### src/rtl/pcc_pkg.sv
// Shared widths, reset values, beat types and the helper function of the PID controller.
`timescale 1ns / 1ps

package pcc_pkg;

  // Width of setpoint, measured value and drive (Q16.16 at the default of 32).
  localparam int DATA_WIDTH = 32;

  localparam int GAIN_W     = 24;
  localparam int DT_W       = 24;
  localparam int LIMIT_W    = 31;
  localparam int INTEG_W    = 48;
  localparam int ERR_W      = DATA_WIDTH + 1;
  localparam int DIFF_W     = DATA_WIDTH + 2;

  // Fraction bits of the time step and of the gains.
  localparam int DT_FRAC    = 24;
  localparam int GAIN_FRAC  = 12;

  // The derivative is the quotient of (difference << DT_FRAC) by the time step.
  localparam int QUO_W      = DIFF_W + DT_FRAC;

  // The derivative magnitude is capped at 2^DERIV_BITS - 1, each term at 2^TERM_BITS - 1.
  localparam int DERIV_BITS = 58;
  localparam int TERM_BITS  = 47;
  localparam int SUM_W      = TERM_BITS + 3;

  // Shared shift-and-add multiplier operand widths.
  localparam int MCAND_W    = DERIV_BITS;
  localparam int MPLR_W     = 24;
  localparam int PROD_W     = MCAND_W + MPLR_W;

  localparam int MUL_CNT_W  = $clog2(MPLR_W + 1);
  localparam int DIV_CNT_W  = $clog2(QUO_W + 1);

  localparam int DERIV_CMP_W = (QUO_W > MCAND_W) ? QUO_W : MCAND_W;
  localparam int LIM_CMP_W   = (LIMIT_W > DATA_WIDTH - 1) ? LIMIT_W : DATA_WIDTH - 1;

  localparam int CFG_IDX_W  = 2;
  localparam int CFG_DATA_W = LIMIT_W;

  localparam logic [GAIN_W-1:0]  GAIN_PROP_RESET  = GAIN_W'(20480);
  localparam logic [GAIN_W-1:0]  GAIN_INTEG_RESET = GAIN_W'(204800);
  localparam logic [GAIN_W-1:0]  GAIN_DERIV_RESET = GAIN_W'(4096);
  localparam logic [LIMIT_W-1:0] LIMIT_RESET      = LIMIT_W'(335544);

  typedef enum logic [CFG_IDX_W-1:0] {
    CFG_GAIN_PROP,
    CFG_GAIN_INTEG,
    CFG_GAIN_DERIV,
    CFG_EFFORT_LIMIT
  } cfg_idx_t;

  typedef struct packed {
    logic signed [DATA_WIDTH-1:0] setpoint;
    logic signed [DATA_WIDTH-1:0] measured;
    logic        [DT_W-1:0]       step_time;
  } in_beat_t;

  typedef struct packed {
    logic signed [DATA_WIDTH-1:0] drive;
    logic                         clamped;
  } out_beat_t;

  typedef struct packed {
    logic               start;
    logic [MCAND_W-1:0] mcand;
    logic [MPLR_W-1:0]  mplr;
  } mul_req_t;

  typedef struct packed {
    logic              done;
    logic [PROD_W-1:0] prod;
  } mul_rsp_t;

  typedef struct packed {
    logic             start;
    logic [QUO_W-1:0] dividend;
    logic [DT_W-1:0]  divisor;
  } div_req_t;

  typedef struct packed {
    logic             busy;
    logic [QUO_W-1:0] quo;
  } div_rsp_t;

  // Limit in effect: the programmed limit, but no more than the largest drive value.
  function automatic logic [DATA_WIDTH-2:0] eff_limit(input logic [LIMIT_W-1:0] limit);
    logic [LIM_CMP_W-1:0] l;
    logic [LIM_CMP_W-1:0] w;
    l = LIM_CMP_W'(limit);
    w = LIM_CMP_W'({(DATA_WIDTH - 1){1'b1}});
    return (l < w) ? l[DATA_WIDTH-2:0] : w[DATA_WIDTH-2:0];
  endfunction

endpackage

### src/rtl/pcc_mul.sv
// Radix-2 shift-and-add multiplier, one multiplier bit per cycle.
`timescale 1ns / 1ps

module pcc_mul import pcc_pkg::*; (
  input  logic     clk,
  input  logic     rst_n,
  input  mul_req_t req,
  output mul_rsp_t rsp
);

  logic [MCAND_W-1:0]   mcand_r;
  logic [MCAND_W-1:0]   hi_r, hi_nxt;
  logic [MPLR_W-1:0]    lo_r, lo_nxt;
  logic [MUL_CNT_W-1:0] cnt_r, cnt_nxt;
  logic                 busy_r, busy_nxt;
  logic                 done_r, done_nxt;
  logic [MCAND_W:0]     psum;

  // The multiplier bits leave the low end of lo_r while product bits enter its top.
  always_comb begin
    psum     = {1'b0, hi_r} + (lo_r[0] ? {1'b0, mcand_r} : {(MCAND_W + 1){1'b0}});
    hi_nxt   = hi_r;
    lo_nxt   = lo_r;
    cnt_nxt  = cnt_r;
    busy_nxt = busy_r;
    done_nxt = 1'b0;
    if (req.start) begin
      hi_nxt   = '0;
      lo_nxt   = req.mplr;
      cnt_nxt  = MUL_CNT_W'(MPLR_W);
      busy_nxt = 1'b1;
    end else if (busy_r) begin
      hi_nxt  = psum[MCAND_W:1];
      lo_nxt  = {psum[0], lo_r[MPLR_W-1:1]};
      cnt_nxt = cnt_r - MUL_CNT_W'(1);
      if (cnt_r == MUL_CNT_W'(1)) begin
        busy_nxt = 1'b0;
        done_nxt = 1'b1;
      end
    end
  end

  always_ff @(posedge clk) begin
    if (!rst_n) begin
      busy_r <= 1'b0;
      done_r <= 1'b0;
      cnt_r  <= '0;
    end else begin
      busy_r <= busy_nxt;
      done_r <= done_nxt;
      cnt_r  <= cnt_nxt;
    end
  end

  always_ff @(posedge clk) begin
    hi_r <= hi_nxt;
    lo_r <= lo_nxt;
    if (req.start) begin
      mcand_r <= req.mcand;
    end
  end

  assign rsp.done = done_r;
  assign rsp.prod = {hi_r, lo_r};

endmodule

### src/rtl/pcc_div.sv
// Restoring divider, one quotient bit per cycle.
`timescale 1ns / 1ps

module pcc_div import pcc_pkg::*; (
  input  logic     clk,
  input  logic     rst_n,
  input  div_req_t req,
  output div_rsp_t rsp
);

  logic [QUO_W-1:0]     q_r, q_nxt;
  logic [DT_W-1:0]      rem_r, rem_nxt;
  logic [DT_W-1:0]      dvs_r;
  logic [DIV_CNT_W-1:0] cnt_r, cnt_nxt;
  logic                 busy_r, busy_nxt;
  logic [DT_W:0]        trial;
  logic [DT_W:0]        diff;
  logic                 ge;

  // Dividend bits shift out of the top of q_r as quotient bits shift in at the bottom.
  always_comb begin
    trial    = {rem_r, q_r[QUO_W-1]};
    diff     = trial - {1'b0, dvs_r};
    ge       = (trial >= {1'b0, dvs_r});
    q_nxt    = q_r;
    rem_nxt  = rem_r;
    cnt_nxt  = cnt_r;
    busy_nxt = busy_r;
    if (req.start) begin
      q_nxt    = req.dividend;
      rem_nxt  = '0;
      cnt_nxt  = DIV_CNT_W'(QUO_W);
      busy_nxt = 1'b1;
    end else if (busy_r) begin
      q_nxt   = {q_r[QUO_W-2:0], ge};
      rem_nxt = ge ? diff[DT_W-1:0] : trial[DT_W-1:0];
      cnt_nxt = cnt_r - DIV_CNT_W'(1);
      if (cnt_r == DIV_CNT_W'(1)) begin
        busy_nxt = 1'b0;
      end
    end
  end

  always_ff @(posedge clk) begin
    if (!rst_n) begin
      busy_r <= 1'b0;
      cnt_r  <= '0;
    end else begin
      busy_r <= busy_nxt;
      cnt_r  <= cnt_nxt;
    end
  end

  always_ff @(posedge clk) begin
    q_r   <= q_nxt;
    rem_r <= rem_nxt;
    if (req.start) begin
      dvs_r <= req.divisor;
    end
  end

  assign rsp.busy = busy_r;
  assign rsp.quo  = q_r;

endmodule

### src/rtl/pid_controller_with_clamp_top.sv
// Top level of the PID controller with output clamp: sequencer, state and configuration.
`timescale 1ns / 1ps

// PID controller with a symmetric output clamp. Each input beat carries a setpoint and a
// measured value (signed Q16.16) and the time step since the previous beat (unsigned Q0.24
// seconds). The block forms error = setpoint - measured, adds error * dt into a saturating
// 48-bit Q32.16 integral, takes the derivative (error - previous error) / dt, and returns
// drive = Kp * error + Ki * integral + Kd * derivative clamped to plus or minus the effort
// limit, with a flag that is set when the clamp acted. A zero time step gives a zero
// derivative term. Products and the quotient round toward zero, and each weighted term
// saturates at +/-(2^47 - 1) before the sum. Gains are signed Q12.12 and are written through
// the cfg port (index 0 proportional, 1 integral, 2 derivative, 3 effort limit); write them
// only while no beat is in flight. The block works on one beat at a time and takes no
// new beat until its sequencer is back at idle. The four products go one after another
// through a single shift-and-add multiplier that retires one multiplier bit per cycle,
// while the restoring divider for the derivative runs alongside the first three. The
// result waits in an output register, so the next input beat is taken as soon as the
// sequencer is back at idle, even while the previous result has not yet been taken.
module pid_controller_with_clamp_top import pcc_pkg::*; (
  input  logic                  clk,
  input  logic                  rst_n,
  input  logic                  in_valid,
  output logic                  in_ready,
  input  in_beat_t              in_beat,
  output logic                  out_valid,
  input  logic                  out_ready,
  output out_beat_t             out_beat,
  input  logic                  cfg_we,
  input  logic [CFG_IDX_W-1:0]  cfg_idx,
  input  logic [CFG_DATA_W-1:0] cfg_data
);

  localparam int INCW_W = PROD_W - DT_FRAC;
  localparam logic [INCW_W-1:0] INC_CAP = INCW_W'(1) << (INTEG_W - 1);
  localparam logic [DERIV_CMP_W-1:0] DERIV_CAP = DERIV_CMP_W'({DERIV_BITS{1'b1}});

  typedef enum logic [3:0] {
    S_IDLE,
    S_PREP,
    S_LAUNCH,
    S_INC,
    S_ACC,
    S_IMAG,
    S_PMUL,
    S_IMUL,
    S_DWAIT,
    S_DMUL,
    S_SUM1,
    S_SUM2,
    S_CLAMP
  } state_t;

  // Magnitude of a signed gain; the most negative gain maps to 2^23.
  function automatic logic [MPLR_W-1:0] gain_mag(input logic [GAIN_W-1:0] g);
    return MPLR_W'(g[GAIN_W-1] ? (GAIN_W'(0) - g) : g);
  endfunction

  // Weighted term from a raw product: drop the gain fraction, saturate, apply the sign.
  function automatic logic [SUM_W-1:0] term_of(input logic [PROD_W-1:0] p, input logic neg);
    logic [TERM_BITS-1:0] m;
    logic [SUM_W-1:0]     e;
    if (|p[PROD_W-1:GAIN_FRAC+TERM_BITS]) begin
      m = '1;
    end else begin
      m = p[GAIN_FRAC+TERM_BITS-1:GAIN_FRAC];
    end
    e = SUM_W'(m);
    return neg ? (SUM_W'(0) - e) : e;
  endfunction

  // Configuration registers.
  logic [GAIN_W-1:0]  gain_prop_r;
  logic [GAIN_W-1:0]  gain_integ_r;
  logic [GAIN_W-1:0]  gain_deriv_r;
  logic [LIMIT_W-1:0] effort_limit_r;

  // Control state, controller state and the output register.
  state_t             state_r, state_nxt;
  logic               out_valid_r, out_valid_nxt;
  out_beat_t          out_beat_r, out_beat_nxt;
  logic [INTEG_W-1:0] integ_r, integ_nxt;
  logic [ERR_W-1:0]   last_err_r, last_err_nxt;
  logic               mul_start_r, mul_start_nxt;
  logic               div_start_r, div_start_nxt;

  // Working registers of the beat in flight.
  logic [ERR_W-1:0]        err_r, err_nxt;
  logic [ERR_W-1:0]        err_mag_r, err_mag_nxt;
  logic [DIFF_W-1:0]       diff_r, diff_nxt;
  logic [DT_W-1:0]         dt_r, dt_nxt;
  logic [INTEG_W-1:0]      inc_mag_r, inc_mag_nxt;
  logic [INTEG_W-1:0]      integ_mag_r, integ_mag_nxt;
  logic [SUM_W-1:0]        pterm_r, pterm_nxt;
  logic [SUM_W-1:0]        iterm_r, iterm_nxt;
  logic [SUM_W-1:0]        dterm_r, dterm_nxt;
  logic [SUM_W-1:0]        sum_r, sum_nxt;
  logic [DATA_WIDTH-2:0]   lim_r, lim_nxt;
  logic                    term_neg_r, term_neg_nxt;
  logic [MCAND_W-1:0]      mul_mcand_r, mul_mcand_nxt;
  logic [MPLR_W-1:0]       mul_mplr_r, mul_mplr_nxt;
  logic [QUO_W-1:0]        div_dividend_r, div_dividend_nxt;

  // Combinational helpers.
  logic [ERR_W-1:0]        sp_ext, ms_ext;
  logic [DIFF_W-1:0]       diff_mag;
  logic [INCW_W-1:0]       incw;
  logic [INTEG_W:0]        acc;
  logic [DERIV_CMP_W-1:0]  deriv_ext;
  logic [MCAND_W-1:0]      deriv_mag;
  logic [SUM_W:0]          low_chk;
  logic                    over_hi, over_lo;

  mul_req_t mul_req;
  mul_rsp_t mul_rsp;
  div_req_t div_req;
  div_rsp_t div_rsp;

  pcc_mul u_mul (
    .clk   (clk),
    .rst_n (rst_n),
    .req   (mul_req),
    .rsp   (mul_rsp)
  );

  pcc_div u_div (
    .clk   (clk),
    .rst_n (rst_n),
    .req   (div_req),
    .rsp   (div_rsp)
  );

  assign mul_req.start    = mul_start_r;
  assign mul_req.mcand    = mul_mcand_r;
  assign mul_req.mplr     = mul_mplr_r;
  assign div_req.start    = div_start_r;
  assign div_req.dividend = div_dividend_r;
  assign div_req.divisor  = dt_r;

  // Register writes. The index field is two bits wide, so every index names a register.
  always_ff @(posedge clk) begin
    if (!rst_n) begin
      gain_prop_r    <= GAIN_PROP_RESET;
      gain_integ_r   <= GAIN_INTEG_RESET;
      gain_deriv_r   <= GAIN_DERIV_RESET;
      effort_limit_r <= LIMIT_RESET;
    end else if (cfg_we) begin
      unique case (cfg_idx_t'(cfg_idx))
        CFG_GAIN_PROP:    gain_prop_r    <= cfg_data[GAIN_W-1:0];
        CFG_GAIN_INTEG:   gain_integ_r   <= cfg_data[GAIN_W-1:0];
        CFG_GAIN_DERIV:   gain_deriv_r   <= cfg_data[GAIN_W-1:0];
        CFG_EFFORT_LIMIT: effort_limit_r <= cfg_data[LIMIT_W-1:0];
      endcase
    end
  end

  always_comb begin
    // Datapath pieces that the sequencer picks from.
    sp_ext    = {in_beat.setpoint[DATA_WIDTH-1], in_beat.setpoint};
    ms_ext    = {in_beat.measured[DATA_WIDTH-1], in_beat.measured};
    diff_mag  = diff_r[DIFF_W-1] ? (DIFF_W'(0) - diff_r) : diff_r;
    incw      = mul_rsp.prod[PROD_W-1:DT_FRAC];
    acc       = term_neg_r ? ({integ_r[INTEG_W-1], integ_r} - {1'b0, inc_mag_r})
                           : ({integ_r[INTEG_W-1], integ_r} + {1'b0, inc_mag_r});
    deriv_ext = DERIV_CMP_W'(div_rsp.quo);
    if (dt_r == '0) begin
      deriv_mag = '0;
    end else if (deriv_ext > DERIV_CAP) begin
      deriv_mag = DERIV_CAP[MCAND_W-1:0];
    end else begin
      deriv_mag = deriv_ext[MCAND_W-1:0];
    end
    over_hi = $signed(sum_r) > $signed(SUM_W'(lim_r));
    low_chk = {sum_r[SUM_W-1], sum_r} + (SUM_W + 1)'(lim_r);
    over_lo = low_chk[SUM_W];

    // Defaults: everything holds, start strobes drop.
    state_nxt        = state_r;
    out_valid_nxt    = out_valid_r;
    out_beat_nxt     = out_beat_r;
    integ_nxt        = integ_r;
    last_err_nxt     = last_err_r;
    mul_start_nxt    = 1'b0;
    div_start_nxt    = 1'b0;
    err_nxt          = err_r;
    err_mag_nxt      = err_mag_r;
    diff_nxt         = diff_r;
    dt_nxt           = dt_r;
    inc_mag_nxt      = inc_mag_r;
    integ_mag_nxt    = integ_mag_r;
    pterm_nxt        = pterm_r;
    iterm_nxt        = iterm_r;
    dterm_nxt        = dterm_r;
    sum_nxt          = sum_r;
    lim_nxt          = lim_r;
    term_neg_nxt     = term_neg_r;
    mul_mcand_nxt    = mul_mcand_r;
    mul_mplr_nxt     = mul_mplr_r;
    div_dividend_nxt = div_dividend_r;

    // The consumer takes the waiting result.
    if (out_valid_r && out_ready) begin
      out_valid_nxt = 1'b0;
    end

    unique case (state_r)
      S_IDLE: begin
        if (in_valid) begin
          err_nxt   = sp_ext - ms_ext;
          dt_nxt    = in_beat.step_time;
          state_nxt = S_PREP;
        end
      end
      S_PREP: begin
        // The difference uses the error of the previous beat, then the new error is kept.
        err_mag_nxt  = err_r[ERR_W-1] ? (ERR_W'(0) - err_r) : err_r;
        diff_nxt     = {err_r[ERR_W-1], err_r} - {last_err_r[ERR_W-1], last_err_r};
        last_err_nxt = err_r;
        state_nxt    = S_LAUNCH;
      end
      S_LAUNCH: begin
        div_dividend_nxt = {diff_mag, {DT_FRAC{1'b0}}};
        div_start_nxt    = 1'b1;
        mul_mcand_nxt    = MCAND_W'(err_mag_r);
        mul_mplr_nxt     = MPLR_W'(dt_r);
        mul_start_nxt    = 1'b1;
        term_neg_nxt     = err_r[ERR_W-1];
        state_nxt        = S_INC;
      end
      S_INC: begin
        if (mul_rsp.done) begin
          inc_mag_nxt   = (incw > INC_CAP) ? INTEG_W'(INC_CAP) : incw[INTEG_W-1:0];
          mul_mcand_nxt = MCAND_W'(err_mag_r);
          mul_mplr_nxt  = gain_mag(gain_prop_r);
          mul_start_nxt = 1'b1;
          state_nxt     = S_ACC;
        end
      end
      S_ACC: begin
        // Saturating integral update; term_neg_r still holds the sign of the error.
        if (acc[INTEG_W] != acc[INTEG_W-1]) begin
          integ_nxt = acc[INTEG_W] ? {1'b1, {(INTEG_W - 1){1'b0}}}
                                   : {1'b0, {(INTEG_W - 1){1'b1}}};
        end else begin
          integ_nxt = acc[INTEG_W-1:0];
        end
        term_neg_nxt = err_r[ERR_W-1] ^ gain_prop_r[GAIN_W-1];
        state_nxt    = S_IMAG;
      end
      S_IMAG: begin
        integ_mag_nxt = integ_r[INTEG_W-1] ? (INTEG_W'(0) - integ_r) : integ_r;
        state_nxt     = S_PMUL;
      end
      S_PMUL: begin
        if (mul_rsp.done) begin
          pterm_nxt     = term_of(mul_rsp.prod, term_neg_r);
          mul_mcand_nxt = MCAND_W'(integ_mag_r);
          mul_mplr_nxt  = gain_mag(gain_integ_r);
          mul_start_nxt = 1'b1;
          term_neg_nxt  = integ_r[INTEG_W-1] ^ gain_integ_r[GAIN_W-1];
          state_nxt     = S_IMUL;
        end
      end
      S_IMUL: begin
        if (mul_rsp.done) begin
          iterm_nxt = term_of(mul_rsp.prod, term_neg_r);
          state_nxt = S_DWAIT;
        end
      end
      S_DWAIT: begin
        if (!div_rsp.busy) begin
          mul_mcand_nxt = deriv_mag;
          mul_mplr_nxt  = gain_mag(gain_deriv_r);
          mul_start_nxt = 1'b1;
          term_neg_nxt  = diff_r[DIFF_W-1] ^ gain_deriv_r[GAIN_W-1];
          state_nxt     = S_DMUL;
        end
      end
      S_DMUL: begin
        if (mul_rsp.done) begin
          dterm_nxt = term_of(mul_rsp.prod, term_neg_r);
          state_nxt = S_SUM1;
        end
      end
      S_SUM1: begin
        sum_nxt   = pterm_r + iterm_r;
        lim_nxt   = eff_limit(effort_limit_r);
        state_nxt = S_SUM2;
      end
      S_SUM2: begin
        sum_nxt   = sum_r + dterm_r;
        state_nxt = S_CLAMP;
      end
      S_CLAMP: begin
        // Wait here only while an earlier result still sits unread in the output register.
        if (!out_valid_r || out_ready) begin
          out_valid_nxt = 1'b1;
          if (over_hi) begin
            out_beat_nxt.drive   = DATA_WIDTH'(lim_r);
            out_beat_nxt.clamped = 1'b1;
          end else if (over_lo) begin
            out_beat_nxt.drive   = DATA_WIDTH'(0) - DATA_WIDTH'(lim_r);
            out_beat_nxt.clamped = 1'b1;
          end else begin
            out_beat_nxt.drive   = sum_r[DATA_WIDTH-1:0];
            out_beat_nxt.clamped = 1'b0;
          end
          state_nxt = S_IDLE;
        end
      end
    endcase
  end

  always_ff @(posedge clk) begin
    if (!rst_n) begin
      state_r     <= S_IDLE;
      out_valid_r <= 1'b0;
      out_beat_r  <= '0;
      integ_r     <= '0;
      last_err_r  <= '0;
      mul_start_r <= 1'b0;
      div_start_r <= 1'b0;
    end else begin
      state_r     <= state_nxt;
      out_valid_r <= out_valid_nxt;
      out_beat_r  <= out_beat_nxt;
      integ_r     <= integ_nxt;
      last_err_r  <= last_err_nxt;
      mul_start_r <= mul_start_nxt;
      div_start_r <= div_start_nxt;
    end
  end

  always_ff @(posedge clk) begin
    err_r          <= err_nxt;
    err_mag_r      <= err_mag_nxt;
    diff_r         <= diff_nxt;
    dt_r           <= dt_nxt;
    inc_mag_r      <= inc_mag_nxt;
    integ_mag_r    <= integ_mag_nxt;
    pterm_r        <= pterm_nxt;
    iterm_r        <= iterm_nxt;
    dterm_r        <= dterm_nxt;
    sum_r          <= sum_nxt;
    lim_r          <= lim_nxt;
    term_neg_r     <= term_neg_nxt;
    mul_mcand_r    <= mul_mcand_nxt;
    mul_mplr_r     <= mul_mplr_nxt;
    div_dividend_r <= div_dividend_nxt;
  end

  assign in_ready  = (state_r == S_IDLE);
  assign out_valid = out_valid_r;
  assign out_beat  = out_beat_r;

endmodule

### config.mk
export PLATFORM = sky130hd
export DESIGN_NAME = pid_controller_with_clamp_top
export DESIGN_NICKNAME = d
export VERILOG_FILES = /design/src/rtl/pcc_pkg.sv /design/src/rtl/pcc_mul.sv /design/src/rtl/pcc_div.sv /design/src/rtl/pid_controller_with_clamp_top.sv
export SDC_FILE = /design/constraint.sdc
export NUM_CORES = 2
export LEC_CHECK = 0
export BUFFER_PORTS_ARGS = -buffer_cell sky130_fd_sc_hd__buf_2
export CAP_MARGIN = 10
export CORE_MARGIN = 2
export CORE_UTILIZATION = 50
export CTS_BUF_LIST = sky130_fd_sc_hd__clkbuf_4
export DETAILED_ROUTE_END_ITERATION = 12
export GPL_TIMING_DRIVEN = 1
export PLACE_DENSITY = 0.68
export SETUP_SLACK_MARGIN = 0.5
export SYNTH_ARGS = -nofsm -noshare
export SYNTH_HDL_FRONTEND = slang
export SYNTH_HIERARCHICAL = 1
export SYNTH_SLANG_ARGS = --single-unit
### constraint.sdc
create_clock -name clk -period 18.3 [get_ports clk]
set_clock_uncertainty 0.15 [all_clocks]
set_input_delay 2.745 -clock clk [delete_from_list [all_inputs] [get_ports clk]]
set_output_delay 2.745 -clock clk [all_outputs]
set_load 0.01 [all_outputs]
==> impl_metrics.toml <==
[timing]
total_setup_violations_reported_at_the_end_of_the_flow = 0
finalHoldViolations = 0
setup_tns_ps = 0
slew_viol_final = 0
period_utilization_post_route_pct = 39.0
timing.final.crit_period_ps = 7140
timing.max_slew.rel_slack_pct = 20.3
transition_at_the_pin_with_the_smallest_max_transition_slack_ps = 1200
grt_setup_unrepaired = "false"
maxClockFrequency_mhz = 140

[flow_run]
maxCapViolations = 0

[clocking]
clk_transition_reported_paths_ps = 70
postCtsHoldBufs = 0
postCtsResizedCells = 0
cts-buffers-inserted = 304
tritoncts = "yes"
ctsLongestPathBuffers = 4
clock_latency_ps = 1210
clock_tree.root_cell = "clkbuf_4"
postCtsSetupRepairBufs = 0
htree_num_levels = 5
clock_sink_count = 1046

[grt]
via_count_of_the_first_global_routing_pass = 46905
top_usage_layer = "met2"
globalRouteMet1Util_pct = 34.9
grt-ovfl-total = 0
grt_pass1_wl_um = 254000
antenna_found_initial = 4
groute.layer.met2.usage_pct = 38.7
grt_usage_pct = 25.0
grtUsageMet3_pct = 3.98
grt_max_degree = 92

[placed_design]
dp.final_hpwl_um = 117000
placement_cell_area_um2 = 64100
gpl.final_weighted_congestion = 0.939
io_buffer_count = 160

[logic_synthesis]
synthDominantAreaCellType = "edfxtp_1"
syn-mean-instance-area_um2 = 9.85
yosysWarningCount = 6
synth_top_area_share_pct = 35.3
post_synth_inst_count = 6277
synth.cells.most_frequent = "edfxtp_1, nand2_1, a21oi_1"
post_synthesis_sequential_area_ratio_pct = 45.6
yosys_register_bits = 1046
synth-edff-count = 726
postSynth.topFlopCell = "edfxtp_1"
mappedNetlistArea_um2 = 61800
synth_async_sr_flop_share_pct = 0
ys_top_cells_by_area = "edfxtp_1, dfxtp_1, ha_1"
netlist-cell-type-count = 105
most_repeated_cell_in_the_gate_level_netlist_after_synthesis = "edfxtp_1"

[setup_path]
path_cells = "or4_1 > or3_1 > nor3_1 > nand2b_1 > nor4_1 > nand2_1 > or4_1 > o41ai_1 > xor2_1 > ha_1 > a21oi_1 > and2_1 > a31oi_1 > o21ai_0 > o21ai_0 > a21oi_1 > o21ai_0 > xor2_4 > buf_4 > a21oi_1 > a32o_1"
cpLargestDelayFamily = "simple AND/OR/NAND/NOR gates"
endpoint_of_the_worst_slack_reg_to_reg_timing_path = "integ_r[8]$_SDFFE_PN0P_"
critical_path_class = "reg -> reg"
reg2reg_slack_ps = 11160
critPathArrivalTime_ps = 8100
critical_path.n_buffers_inverters = 1
worstSetupEndpointType = "register"
critical_path_required_ps = 19250
path_max_fanout = 49
worst_setup_path_start_kind = "register"
timing.reg2reg.worst_path_depth = 21
critPathMaxStageDelay_ps = 570
regToRegStartpoint = "inc_mag_r[12]$_SDFFCE_PN0P_"
cp_slowest_cell = "or4_1"

[min_path]
timing.hold.worst_endpoint = "u_mul/mcand_r[49]$_DFFE_PP_"
timing.hold.worst.start = "mul_mcand_r[49]$_DFFE_PP_"
min_path_cells = 0
min-delay-path-class = "reg -> reg"

[power]
p_leak_nw = 26.3
powerDensity_nw_per_um2 = 113
irDropWorstVdd_v = 0.0000663
p_total_w = 0.00770

[routing]
firstDrtPassIters = 7
drt_iter0_drc = 3960
drcViolationCount = 0
route.vias.total = 48241
wl_per_cell_um = 19.1
finalWirelength_um = 160000
viasPerCell = 5.78
antenna_violating_nets_left = 0

[finish]
layout.nets = 7007
synthToLayoutAreaGrowth_pct = 9.80
fill_cell_total_of_the_finished_layout = 10773
drive_gt1_share_pct = 12.7
multi_input_comb_area_um2 = 31500
layout.area.seq_um2 = 28200
final_design_area_no_fill_um2 = 67900

[die]
die_height_um = 356
effective_utilization_at_floorplan_pct = 50.6
fp-row-count = 128
io_pins = 161
dieWidth_um = 356
die-area_um2 = 126000
core_area_um2 = 122000

[run_status]
outcome = "finished, final reports clean"
## flip-flops by register name (all words and copies together), names as in the netlist, 31 cells and up
signal	count
u_mul/hi_r	58
div_dividend_r	34
integ_r	48
integ_mag_r	48
iterm_r	48
effort_limit_r	31
mul_mcand_r	58
pterm_r	48
err_r	33
diff_r	34
out_beat	33
dterm_r	48
inc_mag_r	48
lim_r	31
last_err_r	33
u_div/q_r	58
u_mul/mcand_r	58
sum_r	50
err_mag_r	33
## layout make-up
type | count | share of cell area [%]
clock inverters | 84 | 0.673
repair buffers | 218 | 1.83
inverters | 291 | 1.61
diodes | 6 | 0.0221
flip-flops and latches | 1046 | 41.6
multi-input cells | 4646 | 46.5
well taps | 1625 | 3.00
clock buffers | 437 | 4.83
## worst reg2reg max path: cells and delay by family (launching register included)
family,cells,cell delay (ps)
flops,1,430
buf+inv,1,470
xor+xnor,2,340
fa+ha+maj,1,420
compound gates,9,2420
simple gates,8,2820
## placed cells by master (no fill, tap or decap), types with 98 or more instances in the layout
master	n
a21oi_1	438
xnor2_1	324
edfxtp_1	726
o21ai_0	387
xor2_1	172
and2_1	139
buf_2	159
inv_1	288
a21o_1	151
nor2_1	362
nand3_1	119
dfxtp_1	316
a21boi_0	133
nor3_1	98
clkbuf_4	437
ha_1	367
nand2_1	653
## routing by layer
layer	routed length, um	vias up
met5	18	-
met4	5620	2
met3	9340	346
met2	71200	1516
met1	73700	22704
li1	-	23673
## power breakdown
group / switching, W / internal [W]
clock: 0.000996 / 0.00116
sequential: 0.000336 / 0.00301
combinational: 0.00133 / 0.000869
total: 0.00266 / 0.00504
## through the flow
stage                     util, %  instances  hold WS [ps]  setup slack, ps
final                        55.5       8353           271            11160
after global routing         55.5       8352           290            10550
after CTS                    55.5       8347           269            11180
after detailed placement     52.5       7826           255            11200
after global placement       52.5       7826           253            11270
after floorplan                 -       6300           250            12060
## logic make-up after synthesis
kind of cell	count (synthesis)	synth area share, %
DFF	1046	45.6
muxes	140	2.46
and+or+nand+nor	1874	14.8
AOI/OAI and AO/OA	1691	17.9
other	1	0.00607
buffers and inverters	608	3.75
adders and majority gates	419	8.39
xor gates and xnor gates	498	7.06
## how the worst max path moves through the flow
| stage | from | end | slack, ps | cells after the start |
|---|---|---|---|---|
| after floorplan | in_beat[30] | err_r[31]$_DFFE_PP_ | 12060 | 11 |
| after global routing | inc_mag_r[12]$_SDFFCE_PN0P_ | integ_r[17]$_SDFFE_PN0P_ | 10550 | 21 |
| after detailed placement | in_beat[25] | err_r[31]$_DFFE_PP_ | 11200 | 14 |
| final | inc_mag_r[12]$_SDFFCE_PN0P_ | integ_r[8]$_SDFFE_PN0P_ | 11160 | 21 |
| after global placement | in_beat[25] | err_r[31]$_DFFE_PP_ | 11270 | 14 |
| after CTS | inc_mag_r[12]$_SDFFCE_PN0P_ | integ_r[8]$_SDFFE_PN0P_ | 11180 | 21 |
Power figures use the tool's default switching activity.
